[config.mk]
export PLATFORM = sky130hd
export DESIGN_NAME = rmth_ctrl
export DESIGN_NICKNAME = d
export VERILOG_FILES = /design/src/rtl/core/running_median_two_heaps_top_assert.svh /design/src/rtl/core/rmth_pkg.sv /design/src/rtl/core/rmth_ctrl.sv
export SDC_FILE = /design/constraint.sdc
export NUM_CORES = 1
export LEC_CHECK = 0
export BUFFER_PORTS_ARGS = -buffer_cell sky130_fd_sc_hd__buf_4
export CAP_MARGIN = 30
export CORE_MARGIN = 2
export CORE_UTILIZATION = 57
export CTS_BUF_LIST = sky130_fd_sc_hd__clkbuf_16
export CTS_CLUSTER_DIAMETER = 50
export CTS_CLUSTER_SIZE = 30
export DETAILED_ROUTE_END_ITERATION = 7
export PLACE_DENSITY = 0.8
export SLEW_MARGIN = 20
export SYNTH_ARGS = -nofsm -noshare
export SYNTH_HDL_FRONTEND = slang
export SYNTH_SLANG_ARGS = --single-unit
[constraint.sdc]
create_clock -name clock -period 3.2 [get_ports clock]
set_input_delay 0.32 -clock clock [delete_from_list [all_inputs] [get_ports clock]]
set_output_delay 0.32 -clock clock [all_outputs]
set_load 0.1 [all_outputs]
[src/rtl/core/running_median_two_heaps_top_assert.svh]
// Assertion macros used by the running median datapath (rmth_dpath).
`ifndef RUNNING_MEDIAN_TWO_HEAPS_TOP_ASSERT_SVH
`define RUNNING_MEDIAN_TWO_HEAPS_TOP_ASSERT_SVH
`ifndef SYNTHESIS
`define RMTH_ASSERT(label, clk, rst, prop) \
   label: assert property (@(posedge clk) disable iff (rst) (prop)) \
      else $error("assertion failed");
`define RMTH_ASSERT_IMPL(label, clk, rst, ante, cons) \
   label: assert property (@(posedge clk) disable iff (rst) (ante) |-> (cons)) \
      else $error("assertion failed");
`else
`define RMTH_ASSERT(label, clk, rst, prop)
`define RMTH_ASSERT_IMPL(label, clk, rst, ante, cons)
`endif
`endif

[src/rtl/core/rmth_pkg.sv]
package rmth_pkg;

   localparam int HEAP_DEPTH_DEFAULT = 512;
   localparam int SAMPLE_W = 32;
   localparam int MEDIAN_W = 33;
   localparam int COUNT_W  = 11;

   typedef enum logic [3:0] {
      OP_NONE       = 4'd0,
      OP_CAPTURE    = 4'd1,
      OP_DROP       = 4'd2,
      OP_INS_SAMPLE = 4'd3,
      OP_INS_MOVED  = 4'd4,
      OP_REP_SAMPLE = 4'd5,
      OP_INS_STEP   = 4'd6,
      OP_INS_CMP    = 4'd7,
      OP_REP_STEP   = 4'd8,
      OP_REP_LEFT   = 4'd9,
      OP_REP_RIGHT  = 4'd10,
      OP_REP_MOVE   = 4'd11,
      OP_FINISH     = 4'd12
   } op_type;

   typedef struct packed {
      op_type op;
      logic   side;   // 0 selects the lower (max) heap, 1 the upper (min) heap
   } cmd_type;

   typedef struct packed {
      logic counts_equal;
      logic lower_more;
      logic full;
      logic go_upper;
      logic idx_zero;
      logic ins_up;
      logic left_in;
      logic right_in;
      logic best_none;
   } status_type;

   // True when a must sit above b: min-heap order on the upper side, max-heap order on the lower.
   function automatic logic ranks_above(input logic signed [SAMPLE_W-1:0] a,
                                        input logic signed [SAMPLE_W-1:0] b,
                                        input logic is_min);
      ranks_above = is_min ? (a < b) : (a > b);
   endfunction

endpackage

[src/rtl/core/rmth_ctrl.sv]
module rmth_ctrl import rmth_pkg::*; (
   input  logic       clock,
   input  logic       reset,
   input  logic       req_valid,
   output logic       req_stall,
   output logic       rsp_valid,
   input  logic       rsp_stall,
   input  status_type status,
   output cmd_type    cmd
);

   typedef enum logic [9:0] {
      ST_IDLE      = 10'b0000000001,
      ST_DECIDE    = 10'b0000000010,
      ST_INS_STEP  = 10'b0000000100,
      ST_INS_CMP   = 10'b0000001000,
      ST_REP_STEP  = 10'b0000010000,
      ST_REP_LEFT  = 10'b0000100000,
      ST_REP_RIGHT = 10'b0001000000,
      ST_REP_MOVE  = 10'b0010000000,
      ST_INS2      = 10'b0100000000,
      ST_FINISH    = 10'b1000000000
   } state_type;

   state_type state_ff, state_in;
   logic      rsp_valid_ff, rsp_valid_in;

   assign req_stall = (state_ff != ST_IDLE);
   assign rsp_valid = rsp_valid_ff;

   always_comb begin
      state_in     = state_ff;
      rsp_valid_in = rsp_valid_ff && rsp_stall;
      cmd.op       = OP_NONE;
      cmd.side     = 1'b0;
      unique case (state_ff)
         ST_IDLE: begin
            if (req_valid) begin
               cmd.op   = OP_CAPTURE;
               state_in = ST_DECIDE;
            end
         end
         ST_DECIDE: begin
            if (status.full) begin
               cmd.op   = OP_DROP;
               state_in = ST_FINISH;
            end else if (status.counts_equal) begin
               cmd.op   = OP_INS_SAMPLE;
               cmd.side = status.go_upper;
               state_in = ST_INS_STEP;
            end else if (status.lower_more == status.go_upper) begin
               // The sample joins the smaller heap directly.
               cmd.op   = OP_INS_SAMPLE;
               cmd.side = status.go_upper;
               state_in = ST_INS_STEP;
            end else begin
               cmd.op   = OP_REP_SAMPLE;
               cmd.side = status.go_upper;
               state_in = ST_REP_STEP;
            end
         end
         ST_INS_STEP: begin
            cmd.op   = OP_INS_STEP;
            state_in = status.idx_zero ? ST_FINISH : ST_INS_CMP;
         end
         ST_INS_CMP: begin
            cmd.op   = OP_INS_CMP;
            state_in = status.ins_up ? ST_INS_STEP : ST_FINISH;
         end
         ST_REP_STEP: begin
            cmd.op   = OP_REP_STEP;
            state_in = status.left_in ? ST_REP_LEFT : ST_INS2;
         end
         ST_REP_LEFT: begin
            cmd.op   = OP_REP_LEFT;
            state_in = status.right_in ? ST_REP_RIGHT : ST_REP_MOVE;
         end
         ST_REP_RIGHT: begin
            cmd.op   = OP_REP_RIGHT;
            state_in = ST_REP_MOVE;
         end
         ST_REP_MOVE: begin
            cmd.op   = OP_REP_MOVE;
            state_in = status.best_none ? ST_INS2 : ST_REP_STEP;
         end
         ST_INS2: begin
            cmd.op   = OP_INS_MOVED;
            state_in = ST_INS_STEP;
         end
         ST_FINISH: begin
            if (!rsp_valid_ff || !rsp_stall) begin
               cmd.op       = OP_FINISH;
               rsp_valid_in = 1'b1;
               state_in     = ST_IDLE;
            end
         end
         default: state_in = ST_IDLE;
      endcase
   end

   always_ff @(posedge clock) begin
      if (reset) begin
         state_ff     <= ST_IDLE;
         rsp_valid_ff <= 1'b0;
      end else begin
         state_ff     <= state_in;
         rsp_valid_ff <= rsp_valid_in;
      end
   end

endmodule

==> results.toml, run 1 <==
[setup_path]
end_kind = "primary output"
path_cells = "nor4_4 -> nand4_1 -> nand2b_1 -> o21ai_1 -> buf_4"
slowest_stage = "nor4_4"
critPathBufInv = 1
cp_data_required_time_ns = 2.88
r2r-start = "state_ff[4]"
r2r-end = "state_ff[8]"
crit_path_max_incr_delay_ns = 0.60
r2r_setup_slack_ns = 1.24
reg2reg_depth = 4
crit_type = "reg -> out"
path_max_fanout = 13
critPathArrivalTime_ns = 2.26
startpoint_type = "flip-flop"
crit_family = "simple AND/OR/NAND/NOR gates"

[grt]
grt_max_degree = 14
antenna_found_initial = 0
track_usage = 0.276
grt-ovfl-total = 0
grt_pass1_vias = 830
grt_pass1_wl_mm = 4.03

[yosys]
syn-cell-area_um2 = 956
synth_warnings = 0
seq_area_frac_synth = 0.230
ys_types = 45
synthCells = 114
syn_nets = 127
yosys-top-cells-area = "dfxtp_1 (23%), nor4_4 (6.7%), buf_6 (4.7%)"
synth_ff_type = "dfxtp_1"
synth_top_area_frac = 0.230
synth_edf_count = 0
async_flop_share = 0
synth_seq_cells = 11
synth.avg_cell_area_um2 = 8.39
synth_common_cells = "dfxtp_1 (11), nor2_1 (11), a21oi_1 (8)"
synth_top_area_cell = "dfxtp_1"

[sta]
fin_skew_ns = 0.00426
maxSlewViolCount = 0
max-slew-margin-rel = 0.642
worst_pin_slew_ns = 0.533
finalSetupViolations = 0
finalCritPeriodShare = 0.807
fmax_ghz = 0.387
period_minus_slack_ns = 2.58
hold_viol_final = 0
holdWs_ns = 0.295
fin_tns_setup_ns = 0
rsz0062_at_grt = "false"

[floorplanning]
core_region_area_um2 = 1540
ios = 20
rows = 14
dieHeight_um = 45.0
die_area_um2 = 2020
initial_core_util = 0.620
fp.dieW_um = 45.0

[cts]
cts_resized = 0
clock_latency_ns = 0.24
clk_pin_slew_ns = 0.04
cts_setup_buffers = 0
clock-root-buffer = "clkbuf_16"
ctsHoldBuffers = 0
cts_buffers = 3
cts_tree = "built"
cts.htree.levels = 1
ctsLongestPathBuffers = 2
cts.sinks = 11

[drt]
drt_first_pass_iters = 5
drc = 0
via_per_inst = 6.39
post_drt_wl_per_cell_um = 17.3
ant_nets = 0
num_vias = 920
wl_mm = 2.50
drtIter0Drc = 69

[finish]
antennaDiodeCount = 0
drive_above_1_share = 0.266
areaGrowthSynthToFinish_pct = 19.1
layout.cells.non_filler = 144
fin_nets = 142
final_util = 0.739
num-fill-cells = 132

[flow_run]
cap_violations = 0

[placed_design]
port_buffers = 19
hpwlAfterDp_mm = 1.70
gp_congestion = 0.865
dp.cells = 140

[power_and_ir_drop]
total_power_w = 0.000485
power_leakage_nw = 0.440
powerDensity_nw_per_um2 = 426
peakVddDrop_mv = 0.506

[min_path]
min-delay-start = "reset"
worstHoldPathCells = 2
holdPathEnd = "state_ff[1]"
hold_class = "in -> reg"

[run_status]
outcome = "completed"
## how the worst max path moves through the flow
stage	startpoint	endpoint	slack [ns]	cells after the start
floorplan	state_ff[3]	cmd[2]	0.57	4
global placement	state_ff[4]	cmd[4]	0.93	5
detailed placement	state_ff[4]	cmd[4]	0.92	5
CTS	state_ff[4]	cmd[4]	0.65	5
global route	state_ff[4]	cmd[4]	0.50	5
finish	state_ff[4]	cmd[4]	0.62	5
## layer usage
| layer | wire length (um) | up-vias | part of all wire | GRT usage |
|---|---|---|---|---|
| met5 | 0 | - | 0 | 0 |
| met3 | 230 | 8 | 0.092 | 0.0600 |
| met4 | 50 | 0 | 0.020 | 0.0765 |
| met2 | 1180 | 57 | 0.47 | 0.420 |
| li1 | - | 450 | - | - |
| met1 | 1040 | 405 | 0.42 | 0.391 |
## cell families (layout without fill, tap and decap cells)
| group | Yosys count | after routing | share of synthesized area |
|---|---|---|---|
| compound gates | 26 | 26 | 0.200 |
| flops | 11 | 11 | 0.230 |
| buf+inv | 12 | 26 | 0.0877 |
| mux | 1 | 1 | 0.0105 |
| xor+xnor | 5 | 5 | 0.0537 |
| simple gates | 59 | 59 | 0.418 |
## sequential cells by signal, indices dropped and copies added, names as in the netlist
register,flops
state_ff,10
rsp_valid,1
## report_power, final
group	switching [W]	internal, W
combinational	0.0000691	0.0000350
sequential	0.00000975	0.000141
clock	0.0000653	0.000166
## through the flow
stage	setup WS (ns)	area, um^2
after floorplan	0.575	968
after global placement	0.930	1060
after detailed placement	0.920	1060
after CTS	0.654	1140
after global routing	0.501	1140
final	0.618	1140
## placed cells by master (no fill, tap or decap), drive strengths merged, types with 2 or more instances in the layout
cell	instances
a21oi	8
buf	19
clkbuf	3
dfxtp	11
inv	3
nand2	6
nand2b	4
nand3	6
nand4	2
nand4b	2
nor2	11
nor2b	4
nor3	4
nor3b	2
nor4	6
nor4b	2
o2111ai	2
o21ai	8
or4	3
xnor2	2
xor2	3
## area by class of cell
class,instances,area (um^2),share of cell area
Clock buffer,3,75.1,0.0659
Clock inverter,1,5.00,0.00440
Inverter,3,11.3,0.00989
Multi-Input combinational cell,91,664,0.584
Sequential cell,11,220,0.193
Tap cell,16,20.0,0.0176
Timing Repair Buffer,19,143,0.125
## worst reg2reg max path, cell delays in order (launching register included)
cell      delay (ns)
dfxtp_1         0.46
nor4_4          0.60
nand3_1         0.28
o221ai_2        0.37
nor4_1          0.11
(Power assumes the default switching activity.)
==> run 2, diff against run 1 <==
Settings changed: CORE_ASPECT_RATIO from default to 1.4, CORE_UTILIZATION 57 to 48, PLACE_DENSITY 0.8 to 0.71.
Clock period 3.2 ns to 2.2 ns, I/O delays scaled along.
==> results.toml, run 2 (synthesized netlist as in run 1, its figures left out) <==
[sta]
rsz0062_at_grt = "false"
period_minus_slack_ns = 2.10
maxSlewViolCount = 0
fmax_ghz = 0.477
max-slew-margin-rel = 0.718
fin_skew_ns = 0.000820
holdWs_ns = 0.193
hold_viol_final = 0
fin_tns_setup_ns = 0
worst_pin_slew_ns = 0.423
finalSetupViolations = 0
finalCritPeriodShare = 0.953

[floorplanning]
core_region_area_um2 = 1930
dieHeight_um = 56.8
fp.dieW_um = 41.7
ios = 20
rows = 19
die_area_um2 = 2370
initial_core_util = 0.496

[cts]
cts_resized = 4
cts_buffers = 3
cts.sinks = 11
cts.htree.levels = 1
ctsLongestPathBuffers = 2
clk_pin_slew_ns = 0.04
clock_latency_ns = 0.24
cts_setup_buffers = 0
clock-root-buffer = "clkbuf_16"
cts_tree = "built"
ctsHoldBuffers = 0

[finish]
fin_nets = 150
final_common_cell = "buf_4"
seqCellArea_um2 = 225
final_area_um2 = 1230
multiInputGateArea_um2 = 688
areaGrowthSynthToFinish_pct = 28.9
largest_register_ffs = 10
num-fill-cells = 157
drive_above_1_share = 0.360
layout_common_cells = "buf_4 (27), nor2_1 (11), a21oi_1 (8)"
layout.cells.non_filler = 157
largest_register = "state_ff"
antennaDiodeCount = 0

[power_and_ir_drop]
p_switching_w = 0.000211
peakVddDrop_mv = 0.420
swShare = 0.297
powerDensity_nw_per_um2 = 577
seqPwrFrac = 0.300
p_clk_frac = 0.471
power_leakage_nw = 0.502
p_comb_frac = 0.229
internal_power_w = 0.000499

[run_status]
outcome = "completed"

[setup_path]
crit_path_max_incr_delay_ns = 0.52
end_kind = "primary output"
r2r_setup_slack_ns = 0.41
startpoint_type = "flip-flop"
path_max_fanout = 11
critPathArrivalTime_ns = 1.88
r2r-end = "state_ff[7]"
slowest_stage = "or4_1"
crit_type = "reg -> out"
path_cells = "nor4b_2 -> a221oi_1 -> or4_1 -> o21ai_2 -> buf_4"
r2r-start = "state_ff[8]"
cp_data_required_time_ns = 1.98
reg2reg_depth = 5

[placed_design]
hpwlAfterDp_mm = 2.02
port_buffers = 19
gp_congestion = 0.890
post_dp_cell_area_um2 = 1150
dp.cells = 153

[min_path]
worstHoldPathCells = 2
hold_class = "in -> reg"
min-delay-start = "reset"
holdPathEnd = "rsp_valid"

[grt]
antenna_found_initial = 0
track_usage = 0.244
grt_max_degree = 14
grt_pass1_wl_mm = 4.36
grt_pass1_vias = 954
grt-ovfl-total = 0

[drt]
ant_nets = 0
post_drt_wl_per_cell_um = 16.5
drt_first_pass_iters = 4
drtIter0Drc = 34
num_vias = 954
wl_mm = 2.59
drc = 0
via_per_inst = 6.08

[flow_run]
cap_violations = 0
run 2: changes by cell type in the layout (fill, tap and decap cells not counted), sizes merged:
| cell | delta |
|---|---|
| clkinv | -1 |
| inv | +1 |
| buf | +8 |
run 2: final cells by class:
| cell class | instances | share of cell area |
|---|---|---|
| clock buffers | 3 | 0.0609 |
| clock inverters | 1 | 0.00305 |
| inverters | 3 | 0.00914 |
| multi-input cells | 91 | 0.558 |
| flip-flops and latches | 11 | 0.183 |
| well taps | 21 | 0.0213 |
| repair buffers | 27 | 0.164 |
run 2: worst max-delay path by stage:
stage / start / endpoint / slack, ns / depth (start not counted)
2_1_floorplan: state_ff[4] / cmd[1] / -0.21 / 3
3_3_place_gp: state_ff[3] / cmd[2] / 0.23 / 5
3_5_place_dp: state_ff[3] / cmd[2] / 0.20 / 5
4_1_cts: state_ff[3] / cmd[2] / 0.09 / 5
5_1_grt: state_ff[2] / cmd[2] / 0.006 / 5
6_report: state_ff[2] / cmd[2] / 0.10 / 5
run 2: metrics by stage:
stage | total power, W | worst slack (ns) | utilization
2_1_floorplan | 0.000330 | -0.212 | -
3_3_place_gp | 0.000378 | 0.228 | 0.596
3_5_place_dp | 0.000379 | 0.197 | 0.596
4_1_cts | 0.000709 | 0.0887 | 0.640
5_1_grt | 0.000729 | 0.00599 | 0.640
6_report | 0.000711 | 0.104 | 0.640
run 2: critical path, delay by kind of cell (launching register included):
| family | cells | cell delay [ns] |
|---|---|---|
| and+or+nand+nor | 2 | 0.75 |
| DFF | 1 | 0.44 |
| buffers and inverters | 1 | 0.30 |
| AOI/OAI and AO/OA | 2 | 0.15 |
run 2: power groups by stage:
stage                     Clock, W  Sequential [W]  Combinational [W]
after floorplan                  0        0.000209           0.000121
after global placement           0        0.000217           0.000161
after detailed placement         0        0.000217           0.000162
after CTS                 0.000333        0.000213           0.000162
after global routing      0.000342        0.000214           0.000174
final                     0.000335        0.000213           0.000163
run 2: per-layer routing:
layer / global-route usage / up-vias / wire length, um
li1: - / 469 / -
met3: 0.0322 / 8 / 68
met2: 0.442 / 22 / 1380
met1: 0.268 / 455 / 1080
met4: 0.124 / 0 / 63
met5: 0 / - / 0
==> run 3, diff against run 2 <==
Settings changed: CORE_ASPECT_RATIO 1.4 to default, CORE_MARGIN 2 to 5, CORE_UTILIZATION 48 to 53, PLACE_DENSITY 0.71 to 0.75.
Clock period 2.2 ns to 2.3 ns, I/O delays scaled along.
==> results.toml, run 3 (synthesized netlist as in run 1, its figures left out) <==
[sta]
layout_setup_ws_ns = 0.119
maxSlewViolCount = 0
fmax_ghz = 0.458
rsz0062_at_grt = "false"
finalSetupViolations = 0
max-slew-margin-rel = 0.658
fin_skew_ns = 0.00184
worst_pin_slew_ns = 0.513
holdWs_ns = 0.209
period_minus_slack_ns = 2.18
hold_viol_final = 0
finalCritPeriodShare = 0.948
fin_tns_setup_ns = 0

[placed_design]
port_buffers = 19
preCtsSetupSlack_ns = 0.270
gp_congestion = 0.900
hpwlAfterDp_mm = 2.00
dp.cells = 154

[grt]
grt_pass1_wl_mm = 4.43
grt_max_degree = 14
grt_pass1_vias = 973
grt-ovfl-total = 0
track_usage = 0.224
antenna_found_initial = 0

[run_status]
outcome = "completed"

[cts]
clock-root-buffer = "clkbuf_16"
ctsHoldBuffers = 0
clk_pin_slew_ns = 0.04
ctsLongestPathBuffers = 2
clock_latency_ns = 0.24
cts.htree.levels = 1
cts.sinks = 11
cts_tree = "built"
cts_buffers = 3

[setup_path]
critPathArrivalTime_ns = 1.95
path_cells = "nor4_4 -> buf_4 -> nor2b_1 -> o2111ai_1 -> nand3_2 -> buf_4"
end_kind = "primary output"
crit_path_frequent_cell = "buf_4"
path_max_fanout = 11
crit_path_max_incr_delay_ns = 0.39
cp_data_required_time_ns = 2.07
startpoint_type = "flip-flop"
slowest_stage = "dfxtp_2"
crit_type = "reg -> out"

[finish]
final_common_cell = "buf_4"
layout_common_cells = "buf_4 (25), nor2_1 (11), a21oi_1 (8)"
layout.cells.non_filler = 159
largest_register_ffs = 10
largest_register = "state_ff"
drive_above_1_share = 0.351
num-fill-cells = 134
antennaDiodeCount = 0
areaGrowthSynthToFinish_pct = 27.9
fin_nets = 148

[power_and_ir_drop]
peakVddDrop_mv = 0.543
power_leakage_nw = 0.492
total_power_w = 0.000673
powerDensity_nw_per_um2 = 550

[drt]
drtIter0Drc = 41
drt_first_pass_iters = 4
wl_mm = 2.76
via_per_inst = 6.31
drc = 0
ant_nets = 0
post_drt_wl_per_cell_um = 17.4
num_vias = 1003

[floorplanning]
die_area_um2 = 2750
ios = 20
core_region_area_um2 = 1730
fp.dieW_um = 52.5
dieHeight_um = 52.5
rows = 15
initial_core_util = 0.554

[flow_run]
cap_violations = 0

[min_path]
hold_class = "in -> reg"
-- run 3: final cells by class --
class	instances	area, um^2	share of cell area
Multi-Input combinational cell	91	688	0.563
Sequential cell	11	225	0.184
Timing Repair Buffer	25	188	0.154
Clock buffer	3	75.1	0.0614
Tap cell	25	31.3	0.0256
Inverter	3	11.3	0.00921
Clock inverter	1	3.75	0.00307
-- run 3: through the flow --
stage	util	cell area (um^2)
finish	0.708	1220
global route	0.708	1220
CTS	0.701	1210
detailed placement	0.655	1130
global placement	0.655	1130
floorplan	-	992
-- run 3: repair_timing --
item | 4_1_cts | 5_1_grt
resized for setup | 0 | 4
setup endpoints to repair | 0 | 5
buffers inserted | 0 | 1
endpoints found under the hold margin | 0 | 0
-- run 3: report_power, final --
group | internal, W | switching, W
sequential | 0.000196 | 0.0000134
clock | 0.000228 | 0.0000853
combinational | 0.0000507 | 0.0000994
total | 0.000474 | 0.000198
-- run 3: worst max-delay path: cells and delay by family, from the launching register on --
| kind | cells | cell delay, ns |
|---|---|---|
| AOI/OAI and AO/OA | 1 | 0.20 |
| buffers and inverters | 2 | 0.49 |
| DFF | 1 | 0.39 |
| and+or+nand+nor | 3 | 0.63 |
-- run 3: path summary, 6_finish.rpt --
kind / startpoint / to / slack, ns / cells past startpoint
max: state_ff[6] / cmd[3] / 0.12 / 6
min: reset / rsp_valid / 0.21 / 2
max reg2reg: state_ff[8] / state_ff[2] / 0.56 / 4
min reg2reg: state_ff[7] / state_ff[4] / 0.63 / 2
-- run 3: layer usage --
layer  GRT usage  vias to the layer above  routed length [um]
met5           0                        -                   0
met4       0.111                        0                  87
met3      0.0313                       12                 146
met2       0.372                       54                1370
met1       0.279                      471                1150
li1            -                      466                   -
